==> src/gcbce_pkg.sv <==
package gcbce_pkg;

	// Cache geometry; both counts are powers of two.
	localparam int BUCKETS     = 512;
	localparam int MAX_ENTRIES = 4096;
	localparam int SW          = $clog2(MAX_ENTRIES);
	localparam int NW          = SW + 1;
	localparam int BW          = $clog2(BUCKETS);
	localparam int CLR_N       = (MAX_ENTRIES > BUCKETS) ? MAX_ENTRIES : BUCKETS;
	localparam int CW          = $clog2(CLR_N);

	localparam logic [NW-1:0] NIL        = NW'(MAX_ENTRIES);
	localparam logic [31:0]   HASH_MIX   = 32'h9e3779b9;
	localparam logic [31:0]   HASH_MUL   = 32'd2654435761;
	localparam logic [23:0]   CHARGE_MAX = 24'hFFFFFF;
	localparam logic [31:0]   BUDGET_RST = 32'd8388608;
	localparam logic [3:0]    FACES_RST  = 4'd1;

	// Command codes of an input beat.
	localparam logic [1:0] CMD_LOOKUP = 2'd0;
	localparam logic [1:0] CMD_CHARGE = 2'd1;
	localparam logic [1:0] CMD_FLUSH  = 2'd2;

	// Register indexes.
	localparam logic REG_FACES  = 1'b0;
	localparam logic REG_BUDGET = 1'b1;

	// Datapath operation issued by the controller each cycle.
	typedef enum logic [3:0] {
		OP_NONE,
		OP_CLEAR,
		OP_LATCH,
		OP_DECODE,
		OP_HEAD,
		OP_CMP,
		OP_EVCHK,
		OP_EVSCAN,
		OP_EVWALK,
		OP_ALLOC,
		OP_ALLOC_RD,
		OP_INSERT,
		OP_CHARGE,
		OP_LOAD_OUT
	} dp_op_t;

	typedef struct packed {
		dp_op_t op;
	} dp_cmd_t;

	typedef struct packed {
		logic       clr_last;
		logic [1:0] cmd;
		logic       face_refused;
		logic       head_empty;
		logic       hit;
		logic       next_nil;
		logic       ev_need;
		logic       scan_empty;
		logic       scan_last;
		logic       full;
		logic       free_avail;
		logic       fresh_avail;
		logic       out_busy;
	} dp_stat_t;

endpackage

==> src/gcbce_ctrl.sv <==
module gcbce_ctrl (
	input  logic                clk,
	input  logic                arst_n,
	input  logic                s_tvalid,
	output logic                s_tready,
	input  gcbce_pkg::dp_stat_t stat,
	output gcbce_pkg::dp_cmd_t  cmd
);
	import gcbce_pkg::*;

	typedef enum logic [12:0] {
		ST_CLEAR    = 13'b0000000000001,
		ST_IDLE     = 13'b0000000000010,
		ST_DECODE   = 13'b0000000000100,
		ST_HEAD     = 13'b0000000001000,
		ST_CMP      = 13'b0000000010000,
		ST_EVCHK    = 13'b0000000100000,
		ST_EVSCAN   = 13'b0000001000000,
		ST_EVWALK   = 13'b0000010000000,
		ST_ALLOC    = 13'b0000100000000,
		ST_ALLOC_RD = 13'b0001000000000,
		ST_INSERT   = 13'b0010000000000,
		ST_CHG      = 13'b0100000000000,
		ST_DONE     = 13'b1000000000000
	} state_t;

	state_t state_q, state_d;
	logic   flush_q, flush_d;

	// Next state and the operation for this cycle.
	always_comb begin
		state_d = state_q;
		flush_d = flush_q;
		cmd.op  = OP_NONE;
		unique case (state_q)
			ST_CLEAR: begin
				cmd.op = OP_CLEAR;
				if (stat.clr_last) begin
					state_d = flush_q ? ST_DONE : ST_IDLE;
					flush_d = 1'b0;
				end
			end
			ST_IDLE: begin
				if (s_tvalid) begin
					cmd.op  = OP_LATCH;
					state_d = ST_DECODE;
				end
			end
			ST_DECODE: begin
				cmd.op = OP_DECODE;
				case (stat.cmd)
					CMD_LOOKUP: state_d = stat.face_refused ? ST_DONE : ST_HEAD;
					CMD_CHARGE: state_d = ST_CHG;
					CMD_FLUSH: begin
						state_d = ST_CLEAR;
						flush_d = 1'b1;
					end
					default: state_d = ST_DONE;
				endcase
			end
			ST_HEAD: begin
				cmd.op  = OP_HEAD;
				state_d = stat.head_empty ? ST_EVCHK : ST_CMP;
			end
			ST_CMP: begin
				cmd.op = OP_CMP;
				if (stat.hit) begin
					state_d = ST_DONE;
				end else if (stat.next_nil) begin
					state_d = ST_EVCHK;
				end
			end
			ST_EVCHK: begin
				cmd.op  = OP_EVCHK;
				state_d = stat.ev_need ? ST_EVSCAN : ST_ALLOC;
			end
			ST_EVSCAN: begin
				cmd.op = OP_EVSCAN;
				if (!stat.scan_empty) begin
					state_d = ST_EVWALK;
				end else if (stat.scan_last) begin
					state_d = ST_ALLOC;
				end
			end
			ST_EVWALK: begin
				cmd.op = OP_EVWALK;
				if (stat.next_nil) begin
					state_d = ST_EVCHK;
				end
			end
			ST_ALLOC: begin
				cmd.op = OP_ALLOC;
				if (!stat.full && stat.free_avail) begin
					state_d = ST_ALLOC_RD;
				end else if (!stat.full && stat.fresh_avail) begin
					state_d = ST_INSERT;
				end else begin
					state_d = ST_DONE;
				end
			end
			ST_ALLOC_RD: begin
				cmd.op  = OP_ALLOC_RD;
				state_d = ST_INSERT;
			end
			ST_INSERT: begin
				cmd.op  = OP_INSERT;
				state_d = ST_DONE;
			end
			ST_CHG: begin
				cmd.op  = OP_CHARGE;
				state_d = ST_DONE;
			end
			ST_DONE: begin
				if (!stat.out_busy) begin
					cmd.op  = OP_LOAD_OUT;
					state_d = ST_IDLE;
				end
			end
			default: state_d = ST_IDLE;
		endcase
	end

	assign s_tready = (state_q == ST_IDLE);

	// State register; reset starts with the clearing pass.
	always_ff @(posedge clk or negedge arst_n) begin
		if (!arst_n) begin
			state_q <= ST_CLEAR;
			flush_q <= 1'b0;
		end else begin
			state_q <= state_d;
			flush_q <= flush_d;
		end
	end

endmodule

==> config.mk <==
export PLATFORM = sky130hd
export DESIGN_NAME = gcbce_ctrl
export DESIGN_NICKNAME = d
export VERILOG_FILES = /design/src/gcbce_pkg.sv /design/src/gcbce_ctrl.sv
export SDC_FILE = /design/constraint.sdc
export NUM_CORES = 1
export LEC_CHECK = 0
export ABC_CLOCK_PERIOD_IN_PS = 1900
export BUFFER_PORTS_ARGS = -buffer_cell sky130_fd_sc_hd__clkbuf_2
export CORE_UTILIZATION = 50
export CTS_BUF_LIST = sky130_fd_sc_hd__clkbuf_4 sky130_fd_sc_hd__clkbuf_8 sky130_fd_sc_hd__clkbuf_16
export CTS_CLUSTER_DIAMETER = 120
export CTS_CLUSTER_SIZE = 8
export DETAILED_ROUTE_END_ITERATION = 7
export GPL_ROUTABILITY_DRIVEN = 0
export PLACE_DENSITY = 0.76
export SLEW_MARGIN = 10
export SYNTH_ARGS = -nofsm -noshare
export SYNTH_HDL_FRONTEND = slang
export SYNTH_SLANG_ARGS = --single-unit
==> constraint.sdc <==
create_clock -name clk -period 1.9 [get_ports clk]
set_input_delay 0.095 -clock clk [delete_from_list [all_inputs] [get_ports clk]]
set_output_delay 0.095 -clock clk [all_outputs]
set_load 0.01 [all_outputs]
# Word-level counts from Yosys, hierarchy flattened
# Index checks and enable logic that the tools add are counted.
# word_totals
ff_bits	14
input_bits	17
output_inout_bits	5
elab_cells	51
# op_classes
eq_ne	20
n_mux	21
reduce_logical	8
# op_table
op	n
$pmux 13 s12	1
$mux 13	11
$pmux 4 s13	1
$pmux 13 s3	1
$eq 13x1->1 const B	1
$eq 13x10->1 const B	1
$eq 13x11->1 const B	1
$eq 13x12->1 const B	1
$eq 13x13->1 const B	1
$eq 13x2->1 const B	1
$eq 13x3->1 const B	1
$eq 13x4->1 const B	1
$eq 13x5->1 const B	1
$eq 13x6->1 const B	1
$eq 13x7->1 const B	1
$eq 13x8->1 const B	1
$eq 13x9->1 const B	1
$mux 9	1
$ne 2x2->1 const B	4
$mux 6	1
$mux 4	1
$reduce_and 4->1	1
$ne 3x3->1 const B	1
$reduce_and 3->1	1
10 further kinds	12

# Logic depth before layout (Yosys ltp)
# Gate-level depths: netlist of the first run.
# logic_depth
word_depth	5
mapped_depth	6
depth_no_buf	5

# Worst setup path before layout of the first run
# OpenSTA, ideal clock, no wires.
# synth_timing
path_type	reg-to-reg
start	register state_q[0]
end	register state_q[1]
setup_time_ps	80
arrival_time_ps	1865
path_slack_ps	-45
path_stages_with_launch	7
period_less_slack_ps	1945
path_cell_list	dfstp_2 clkbuf_2 or4b_2 o32ai_1 a221o_2 a21o_1 a2bb2oi_1
# synth_between
elab_chain_cells	3
# synth_lines
element	line_no	rtl
start: declaration	gcbce_ctrl.sv:27	state_t state_q, state_d;
start signal: assignment	gcbce_ctrl.sv:131	state_q <= state_d;
$eq 13x12->1 (tied with other cells)	gcbce_ctrl.sv:35	unique case (state_q)
$reduce_or 2->1 (no line) (tied with other cells)	--	
$pmux 13 s12 or $reduce_and 4->1 (tied branches)	--	
# Several ways; a longest one is shown, not always the timed one.
# A chain may end at the register's enable or synchronous reset.

==> metrics.md, run 1 <==
| Metric | Value |
|---|---|
| Result of the run | `finished, violations left` |
| Failing checks | `negative setup slack` |
| Clock skew after layout | `between 0.01 and 0.015 ns` |
| Clock root buffer | `clkbuf_4` |
| Static leakage | `0.000784 uW` |
| Period minus WS final | `between 2 and 2.5 ns` |
| Insertion delay to the later sink of the worst-skew pair | `~0.30 ns` |
| Vias post-DR | `1,398` |
| Placement Setup Slack | `-0.0406 ns` |
| Die Y-Extent | `~50 um` |
| Largest buffer count on any clock path | `2` |
| Power Dens Cells | `approximately 870 mW/mm2` |
| Wire length of the first global-routing pass | `around 5800 um` |
| Max-cap violations | `0` |
| Clock buffers created by TritonCTS | `3` |
| Timing-limited maximum frequency | `446 MHz` |
| Max-Slew Margin vs Limit | `a little under 70%` |
| Global route hottest layer | `met2` |
| Largest fanout on the critical path | `5` |
| Setup violations, final | `9` |
| Post-Syn Nets | `approximately 160` |
| Delay contributed by the slowest stage of the critical path | `between 0.5 and 0.6 ns` |
| Synthesized instance count | `between 100 and 150` |
| Initial antenna violation count | `0` |
| Effective utilization at floorplan | `between 50% and 60%` |
| Core area | `about 0.0023 mm2` |
| Layout area overhead | `42.0%` |
| Sequential cell area fraction in the yosys report | `29.0%` |
| Total Routed Length | `approximately 3900 um` |
| Count of H-tree levels built during CTS | `1` |
| Vias per std cell | `6.44` |
| Sum of net half-perimeters after detailed placement | `roughly 2600 um` |
| Met3 usage in global routing | `under 10%` |
| GRT Overall Usage | `30.2%` |
| Hold Fails Final Rpt | `0` |
| TritonCTS clock tree | `yes` |
| Data required, critical path | `roughly 1.8 ns` |
| Final #Nets | `between 200 and 250` |
| Peak VDD IR | `~0.00068 V` |
| Routed wirelength normalized by instance count | `17.8 um` |
| Worst setup slack after layout | `-0.341 ns` |
| Post-synth design cell area | `approximately 0.0012 mm2` |
| Worst path slowest cell | `or4_4` |
| Main flop type after synthesis | `dfrtp_1` |
| Arrival @ worst endpoint | `around 2.2 ns` |
| Clock sink total | `14` |
| Maximum number of pins on one net before global-route repair | `15` |
| Fin area | `0.00172 mm2` |
| Cell breakdown of the critical path | `or4_4, nor3_4, and3_4, and2_4, nand4b_1, buf_2` |
| Synth Register Bits | `14` |
| Unrepaired setup endpoints after global routing | `yes` |
| Floorplan row count | `17` |
| Final period util | `118%` |
| Layout cell share with drive strength beyond 1 | `approximately 48%` |
| Critical Path Start Type | `register` |
| Width of the die | `~51 um` |
| Clock-pin slew of the registers on the worst-case setup and hold paths | `0.10 ns` |
| Fill cell count | `~150` |
| Overall overflow remaining after global route | `0` |
| PortBufs | `21` |
| Met2 track demand over resource in global routing | `51.8%` |
| Worst min-delay path category | `input pin to register` |
| Drt first pass iters | `4` |
| Worst hold slack after final layout | `0.0105 ns` |
| Dpl cell area | `about 0.0015 mm2` |
| Post-Synthesis Mean Instance Area | `between 8 and 9 um2` |
| Most common library cell in the layout ignoring fill and taps | `buf_4` |
| Distinct cell type count of the synthesized netlist | `49` |
| Total number of yosys warnings | `0` |
| Path type of the worst setup path | `register to output pin` |
| Final routed DRC violation total | `0` |
| Most used cells in the layout excluding fill and tap cells | `buf_4, clkbuf_2, dfrtp_1` |
| Num ports | `22` |
| Crit. End Element | `output pin` |
| Number of global-route vias before repair | `approximately 1,300` |
| Antenna diode count | `0` |
| Number of enable-type register cells in the synthesized netlist | `0` |
| Global routing met1 resource utilization | `32.1%` |
| Fraction of registers with async set/reset | `between 90% and 100%` |
| Post-DRT Antenna Nets | `0` |
| Count of pins over their slew limit | `0` |
| Violation count after the first detailed-routing iteration | `73` |
| Setup total negative slack | `-1.49 ns` |
| Overall die area | `about 0.0026 mm2` |
| Slew at the pin with the worst max-slew slack | `0.456 ns` |
-- critical path: cells and delay by family (launching register included) --
kind | cells | cell delay, ns
buf+inv | 1 | 0.13
flops | 1 | 0.45
simple gates | 5 | 1.26
-- logic make-up after synthesis --
| kind of cell | share of synthesized area, % |
|---|---|
| AO/OA/AOI/OAI | 16.4 |
| XOR/XNOR | 4.34 |
| AND/OR/NAND/NOR | 36.7 |
| flip-flops | 29.0 |
| buffers and inverters | 11.9 |
| multiplexers | 1.65 |
-- cell usage after synthesis (2+ instances only) --
library cell / instances / area (um2)
o21ai_0: 7 / 35.0
nor4_1: 5 / 31.3
o211ai_1: 2 / 15.0
xor2_1: 3 / 26.3
buf_2: 2 / 10.0
a2111oi_0: 2 / 17.5
nand2b_1: 3 / 18.8
a221oi_1: 2 / 17.5
mux2i_1: 2 / 20.0
clkbuf_2: 2 / 10.0
and3_1: 2 / 12.5
nand4_1: 5 / 31.3
buf_6: 6 / 67.6
or4_4: 3 / 33.8
o22ai_1: 2 / 12.5
dfrtp_1: 13 / 325
nand4b_1: 2 / 17.5
nor4_4: 2 / 42.5
buf_4: 2 / 15.0
a21oi_1: 3 / 15.0
nand3_1: 7 / 35.0
nand2_1: 7 / 26.3
nor2_1: 10 / 37.5
nor4b_1: 3 / 26.3
xnor2_1: 3 / 26.3
nor3_1: 5 / 25.0
inv_1: 10 / 37.5
nor3b_1: 3 / 22.5
-- report_power, final --
| group | switching, uW | internal (uW) |
|---|---|---|
| clock | 117 | 117 |
| sequential | 34.5 | 330 |
| combinational | 456 | 449 |
-- area by class of cell --
type                            instances  area (um2)  area share [%]
Timing Repair Buffer                   59         422            24.5
Inverter                               10        37.5            2.18
Multi-Input combinational cell        102         837            48.6
Clock buffer                            4        36.3            2.11
Tap cell                               28        35.0            2.03
Sequential cell                        14         354            20.6
-- stage by stage --
step | util (%) | std cells | total power, uW
CTS | 71.5 | 216 | 1360
detailed placement | 65.2 | 202 | 1060
finish | 76.4 | 217 | 1500
global route | 76.4 | 217 | 1580
floorplan | - | 139 | 804
global placement | 65.2 | 202 | 1050
-- metal layers --
layer  routed length (um)  up-vias  part of all wire, %
li1                     -      623                    -
met1                 1370      641                   36
met2                 1900       94                   49
met3                  358       40                  9.3
met4                  230        0                  6.0
met5                    0        -                    0
-- final timing paths --
path,from,end,slack [ns],depth (start not counted)
setup / recovery,state_q[4],cmd[1],-0.34,6
hold / removal,stat[11],state_q[3],0.01,2
setup reg to reg,state_q[2],state_q[1],-0.14,5
hold reg to reg,flush_q,flush_q,0.58,2
max in group asynchronous,arst_n,state_q[0],1.35,2
min in group asynchronous,arst_n,state_q[7],0.22,2
-- what timing repair did --
action | 4_1_cts | 5_1_grt
hold endpoints to repair | 15 | 0
hold buffers | 3 | 0
pin swaps | 6 | 15
buffers inserted | 7 | 3
setup endpoints to repair | 10 | 14
resized for setup | 7 | 21
-- flip-flops by register name (all words and copies together) (netlist names) --
| register | cells |
|---|---|
| state_q | 13 |
| flush_q | 1 |
Note: power is estimated with default switching activity, not from simulation.
==> run 2, diff against run 1 <==
--- a/config.mk
+++ b/config.mk
@@ -7,13 +7,15 @@
 export LEC_CHECK = 0
 export ABC_CLOCK_PERIOD_IN_PS = 1900
 export BUFFER_PORTS_ARGS = -buffer_cell sky130_fd_sc_hd__clkbuf_2
-export CORE_UTILIZATION = 50
+export CELL_PAD_IN_SITES_DETAIL_PLACEMENT = 1
+export CELL_PAD_IN_SITES_GLOBAL_PLACEMENT = 2
+export CORE_UTILIZATION = 30
 export CTS_BUF_LIST = sky130_fd_sc_hd__clkbuf_4 sky130_fd_sc_hd__clkbuf_8 sky130_fd_sc_hd__clkbuf_16
 export CTS_CLUSTER_DIAMETER = 120
 export CTS_CLUSTER_SIZE = 8
 export DETAILED_ROUTE_END_ITERATION = 7
 export GPL_ROUTABILITY_DRIVEN = 0
-export PLACE_DENSITY = 0.76
+export PLACE_DENSITY_LB_ADDON = 0.1
 export SLEW_MARGIN = 10
 export SYNTH_ARGS = -nofsm -noshare
 export SYNTH_HDL_FRONTEND = slang
==> run 2 against run 1 <==
Effect of this change: the run still ends with negative setup slack left; flip-flop and latch count unchanged; hold slack barely moved; largest power group unchanged; via count fell by 2.7%.
==> metrics.md, run 2 (synthesized netlist as in run 1, its figures left out) <==
| Metric | Value |
|---|---|
| Result of the run | `finished, violations left` |
| Failing checks | `negative setup slack` |
| Arrival @ worst endpoint | `2.08 ns (-0.07 ns)` |
| Effective utilization at floorplan | `32.1% (-22 points)` |
| Clock buffers created by TritonCTS | `3 (unchanged)` |
| Wire length of the first global-routing pass | `7170 um (+25%)` |
| Met1 routed wirelength after detailed routing | `2110 um (+54%)` |
| Tot Pwr | `1850 uW (+23%)` |
| Total Routed Length | `4870 um (+26%)` |
| Clock skew after layout | `0.00599 ns (-0.00526 ns)` |
| Part of the total power dissipated in combinational logic | `62.2% (+2.1 points)` |
| Maximum number of pins on one net before global-route repair | `15 (unchanged)` |
| Sum of net half-perimeters after detailed placement | `3270 um (+28%)` |
| Antenna diode count | `0 (unchanged)` |
| Area taken by flip-flops and latches | `352 um2 (-0.71%)` |
| Register ranked first by flip-flop count | `state_q` |
| Initial antenna violation count | `0 (unchanged)` |
| Power Dens Cells | `968 mW/mm2 (+11%)` |
| Overall die area | `0.00430 mm2 (+64%)` |
| Data required, critical path | `1.80 ns (about the same)` |
| Routed wirelength normalized by instance count | `20.0 um (+12%)` |
| Vias per std cell | `5.57 (-13%)` |
| Slew at the pin with the worst max-slew slack | `0.472 ns (+0.0157 ns)` |
| Drt first pass iters | `4 (unchanged)` |
| Final period util | `115% (-3.3 points)` |
| Layout cell share with drive strength beyond 1 | `54.1% (+5.9 points)` |
| Met2 Routed Length | `2500 um (+32%)` |
| TritonCTS clock tree | `yes` |
| Peak VDD IR | `0.000461 V (-32%)` |
| Part of the total power dissipated in sequential elements | `20.7% (-3.6 points)` |
| Count of pins over their slew limit | `0 (unchanged)` |
| Amount of wire on met3 after detailed routing | `149 um (-58%)` |
| Timing-limited maximum frequency | `459 MHz (+2.9%)` |
| Setup violations, final | `10 (+1)` |
| Worst setup slack after layout | `-0.278 ns (+0.0628 ns)` |
| Final routed DRC violation total | `0 (unchanged)` |
| Num ports | `22 (unchanged)` |
| Worst min-delay path category | `input pin to register` |
| Final #Nets | `214 (+3.4%)` |
| Floorplan row count | `22 (+5)` |
| Width of the die | `65.6 um (+28%)` |
| Clock sink total | `14 (unchanged)` |
| Post-DRT Antenna Nets | `0 (unchanged)` |
| NetSw | `723 uW (+19%)` |
| Layout area overhead | `57.3%` |
| Combined area of the multi-input logic cells | `911 um2 (+8.8%)` |
| Largest fanout on the critical path | `4 (-1)` |
| Violation count after the first detailed-routing iteration | `66 (-9.6%)` |
| Static leakage | `0.000850 uW (+8.5%)` |
| Crit. End Element | `output pin` |
| Clock root buffer | `clkbuf_8` |
| Biggest registers after layout | `state_q (13), flush_q (1)` |
| Largest register FFs | `13 (unchanged)` |
| Path type of the worst setup path | `register to output pin` |
| Vias post-DR | `1,360 (-2.7%)` |
| Hold Fails Final Rpt | `0 (unchanged)` |
| Number of global-route vias before repair | `1,401 (+5.5%)` |
| Most used cells in the layout excluding fill and tap cells | `buf_4, clkbuf_2, dfrtp_1` |
| Part of the total power dissipated in the clock network | `17.0% (+1.4 points)` |
| Critical Path Start Type | `register` |
| Max-Slew Margin vs Limit | `68.6% (-0.62 points)` |
| Insertion delay to the later sink of the worst-skew pair | `0.26 ns (-0.04 ns)` |
| Die Y-Extent | `65.6 um (+28%)` |
| Setup total negative slack | `-1.26 ns (+0.228 ns)` |
| Worst hold slack after final layout | `0.0101 ns (-0.000326 ns)` |
| Unrepaired setup endpoints after global routing | `yes` |
| Max-cap violations | `0 (unchanged)` |
| Top layer used by detailed routing | `met4` |
| Switching part of the total power | `39.1% (-1.2 points)` |
| Internal power summed over all cells | `1120 uW (+25%)` |
| Largest buffer count on any clock path | `2 (unchanged)` |
| GRT Overall Usage | `22.8% (-7.4 points)` |
| Overall overflow remaining after global route | `0 (unchanged)` |
| PortBufs | `21 (unchanged)` |
| Most common library cell in the layout ignoring fill and taps | `buf_4` |
| Period minus WS final | `2.18 ns (-0.0628 ns)` |
| Core area | `0.00377 mm2 (+67%)` |
| Fill cell count | `442 (+190%)` |
| Count of H-tree levels built during CTS | `1 (unchanged)` |
| Clock-pin slew of the registers on the worst-case setup and hold paths | `0.07 ns (-0.03 ns)` |
run 2: cell count changes in the layout (fill, tap and decap cells not counted), sizes merged:
| cell | change |
|---|---|
| buf | +11 |
| dlygate4sd3 | -2 |
| clkbuf | -2 |
run 2: worst max-delay path: stages (launching register included):
cell	delay, ns
dfrtp_1	0.43
or4_4	0.57
nor3_4	0.23
and3_4	0.22
and2_4	0.15
nand4b_1	0.10
buf_2	0.13
run 2: power groups by stage:
stage / logic, uW / clock network (uW) / registers [uW]
after floorplan: 455 / 0 / 349
after global placement: 783 / 0 / 374
after detailed placement: 792 / 0 / 377
after CTS: 929 / 325 / 380
after global routing: 1220 / 338 / 387
final: 1150 / 315 / 383
run 2: layer usage:
metal  vias to the layer above  track usage [%]
li1                        635                -
met1                       675             28.3
met2                        40             38.9
met3                        10             3.65
met4                         0             9.24
met5                         -                0
run 2: stage by stage:
step	area [um2]	setup WS (ns)	std cells	utilization, %
finish	1910	-0.278	244	50.6
global route	1910	-0.351	244	50.6
CTS	1710	-0.264	239	45.5
detailed placement	1520	-0.0765	227	40.3
global placement	1520	-0.0697	227	40.3
floorplan	1220	-0.000833	139	-
run 2: final timing paths:
check	cells past startpoint	endpoint	start	slack, ns
setup / recovery	6	cmd[1]	state_q[7]	-0.28
hold reg to reg	1	state_q[4]	state_q[4]	0.58
max in group asynchronous	2	state_q[0]	arst_n	1.27
hold / removal	2	state_q[3]	stat[10]	0.01
setup reg to reg	6	state_q[1]	state_q[3]	-0.17
min in group asynchronous	2	state_q[4]	arst_n	0.30
run 2: what timing repair did:
item,CTS,global route
endpoints found under the hold margin,13,0
resized for setup,18,32
buffers inserted,8,6
setup endpoints to repair,8,14
hold buffers,1,0
pin swaps,10,18
run 2: layout make-up:
type | count | share of cell area, %
sequential | 14 | 18.4
clock buffer | 4 | 2.89
timing repair buffer | 66 | 25.8
inverter | 10 | 1.97
multi-input combinational | 102 | 47.8
tap | 48 | 3.15
==> run 3, diff against run 2 <==
--- a/config.mk
+++ b/config.mk
@@ -16,6 +16,7 @@
 export DETAILED_ROUTE_END_ITERATION = 7
 export GPL_ROUTABILITY_DRIVEN = 0
 export PLACE_DENSITY_LB_ADDON = 0.1
+export RECOVER_POWER = 25
 export SLEW_MARGIN = 10
 export SYNTH_ARGS = -nofsm -noshare
 export SYNTH_HDL_FRONTEND = slang
==> run 3 against run 2 <==
Effect of this change: the flow still finishes with violations (negative setup slack); setup slack is essentially flat; cell count is the same; power is essentially flat; critical path type unchanged; largest power group unchanged.
==> metrics.md, run 3 (synthesized netlist as in run 1, its figures left out) <==
| Metric | Value |
|---|---|
| Worst hold slack after final layout | `0.0101 ns (unchanged)` |
| Period minus WS final | `2.18 ns (-0.000158 ns)` |
| Count of pins over their slew limit | `0 (unchanged)` |
| Number of global-route vias before repair | `1,401 (unchanged)` |
| Area taken by flip-flops and latches | `352 um2 (unchanged)` |
| Failing checks | `negative setup slack` |
| Fin area | `0.00191 mm2 (about the same)` |
| Register ranked first by flip-flop count | `state_q` |
| Antenna diode count | `0 (unchanged)` |
| Vias per std cell | `5.57 (unchanged)` |
| Setup violations, final | `10 (unchanged)` |
| Worst setup slack after layout | `-0.278 ns (+0.000158 ns)` |
| Count of H-tree levels built during CTS | `1 (unchanged)` |
| Timing-limited maximum frequency | `459 MHz (about the same)` |
| Fill cell count | `440 (-0.45%)` |
| Peak VDD IR | `0.000461 V (unchanged)` |
| Final period util | `115% (about the same)` |
| Result of the run | `finished, violations left` |
| Max-Slew Margin vs Limit | `40.0% (-29 points)` |
| Slew at the pin with the worst max-slew slack | `0.900 ns (+0.429 ns)` |
| Violation count after the first detailed-routing iteration | `66 (unchanged)` |
| Clock skew after layout | `0.00599 ns (unchanged)` |
| Width of the die | `65.6 um (unchanged)` |
| Most common library cell in the layout ignoring fill and taps | `buf_4` |
| Drt first pass iters | `4 (unchanged)` |
| Power Dens Cells | `969 mW/mm2 (about the same)` |
| Worst min-delay path category | `input pin to register` |
| Floorplan row count | `22 (unchanged)` |
| Final #Nets | `214 (unchanged)` |
| Clock buffers created by TritonCTS | `3 (unchanged)` |
| Vias post-DR | `1,360 (unchanged)` |
| Clock root buffer | `clkbuf_8` |
| Final routed DRC violation total | `0 (unchanged)` |
| Clock sink total | `14 (unchanged)` |
| GRT Overall Usage | `22.8% (unchanged)` |
| Overall die area | `0.00430 mm2 (unchanged)` |
| Tot Pwr | `1850 uW (about the same)` |
| Worst setup slack for register-to-register paths | `-0.17 ns (about the same)` |
| Combined area of the multi-input logic cells | `911 um2 (unchanged)` |
| Effective utilization at floorplan | `32.1% (unchanged)` |
| PortBufs | `21 (unchanged)` |
| Core area | `0.00377 mm2 (unchanged)` |
| Largest buffer count on any clock path | `2 (unchanged)` |
| Die Y-Extent | `65.6 um (unchanged)` |
| Largest register FFs | `13 (unchanged)` |
| Post-DRT Antenna Nets | `0 (unchanged)` |
| Unrepaired setup endpoints after global routing | `yes` |
| TritonCTS clock tree | `yes` |
| Maximum number of pins on one net before global-route repair | `15 (unchanged)` |
| Initial antenna violation count | `0 (unchanged)` |
| Placement Setup Slack | `-0.0765 ns (unchanged)` |
| Post-Route Utilization | `50.5% (about the same)` |
| Num ports | `22 (unchanged)` |
| Wire length of the first global-routing pass | `7170 um (unchanged)` |
| Arrival @ worst endpoint | `2.08 ns (about the same)` |
| Hold Fails Final Rpt | `0 (unchanged)` |
| Data required, critical path | `1.80 ns (about the same)` |
| Max-cap violations | `0 (unchanged)` |
| Routed wirelength normalized by instance count | `19.9 um (-0.14%)` |
| Sum of net half-perimeters after detailed placement | `3270 um (unchanged)` |
| Biggest registers after layout | `state_q (13), flush_q (1)` |
| Clock-pin slew of the registers on the worst-case setup and hold paths | `0.07 ns (about the same)` |
| Layout area overhead | `57.2% (about the same)` |
| Path type of the worst setup path | `register to output pin` |
| Critical Path Start Type | `register` |
| Overall overflow remaining after global route | `0 (unchanged)` |
| Crit. End Element | `output pin` |
| Dpl cell area | `0.00152 mm2 (unchanged)` |
| Insertion delay to the later sink of the worst-skew pair | `0.26 ns (about the same)` |
| Largest fanout on the critical path | `4 (unchanged)` |
| Total Routed Length | `4860 um (-0.14%)` |
| Most used cells in the layout excluding fill and tap cells | `buf_4, clkbuf_2, dfrtp_1` |
| Static leakage | `0.000847 uW (-0.35%)` |
| Layout cell share with drive strength beyond 1 | `53.6% (-0.51 points)` |
## run 3: power breakdown
group	switching, uW	internal [uW]
registers	52.1	331
clock network	130	184
logic	540	609
total	723	1120
## run 3: worst paths after layout
check / cells after the start / start / endpoint
max: 6 / state_q[7] / cmd[1]
min: 2 / stat[10] / state_q[3]
max reg2reg: 6 / state_q[3] / state_q[1]
min reg2reg: 1 / state_q[4] / state_q[4]
max in group asynchronous: 2 / arst_n / state_q[1]
min in group asynchronous: 2 / arst_n / state_q[4]
## run 3: what timing repair did
item,4_1_cts,5_1_grt
hold buffers,1,0
setup endpoints to repair,8,14
cloned,0,0
setup buffers,8,6
resized for setup,18,32
endpoints found under the hold margin,13,0
pin swaps,10,18
## run 3: routing by layer
metal | global-route usage [%] | up-vias | wire length [um] | part of all wire (%)
met3 | 3.65 | 10 | 149 | 3.1
met5 | 0 | - | 0 | 0
met1 | 28.3 | 675 | 2100 | 43
li1 | - | 635 | - | -
met4 | 9.24 | 0 | 108 | 2.2
met2 | 38.9 | 40 | 2510 | 52
## run 3: per-stage QoR
stage               setup TNS (ns)  instances
floorplan                -0.000833        139
global placement            -0.130        227
detailed placement          -0.188        227
CTS                         -0.834        239
global route                 -2.25        244
finish                       -1.26        244
## run 3: critical path, cell delays in order (launching register included)
cell and delay, ns:
dfrtp_1 0.43, or4_4 0.57, nor3_4 0.23, and3_4 0.22, and2_4 0.15, nand4b_1 0.10
buf_2 0.13
## run 3: area by class of cell
cell class / instances / area share (%)
clock buffer: 4 / 2.89
inverter: 10 / 1.97
multi-input combinational: 102 / 47.8
sequential: 14 / 18.5
tap: 48 / 3.15
timing repair buffer: 66 / 25.7
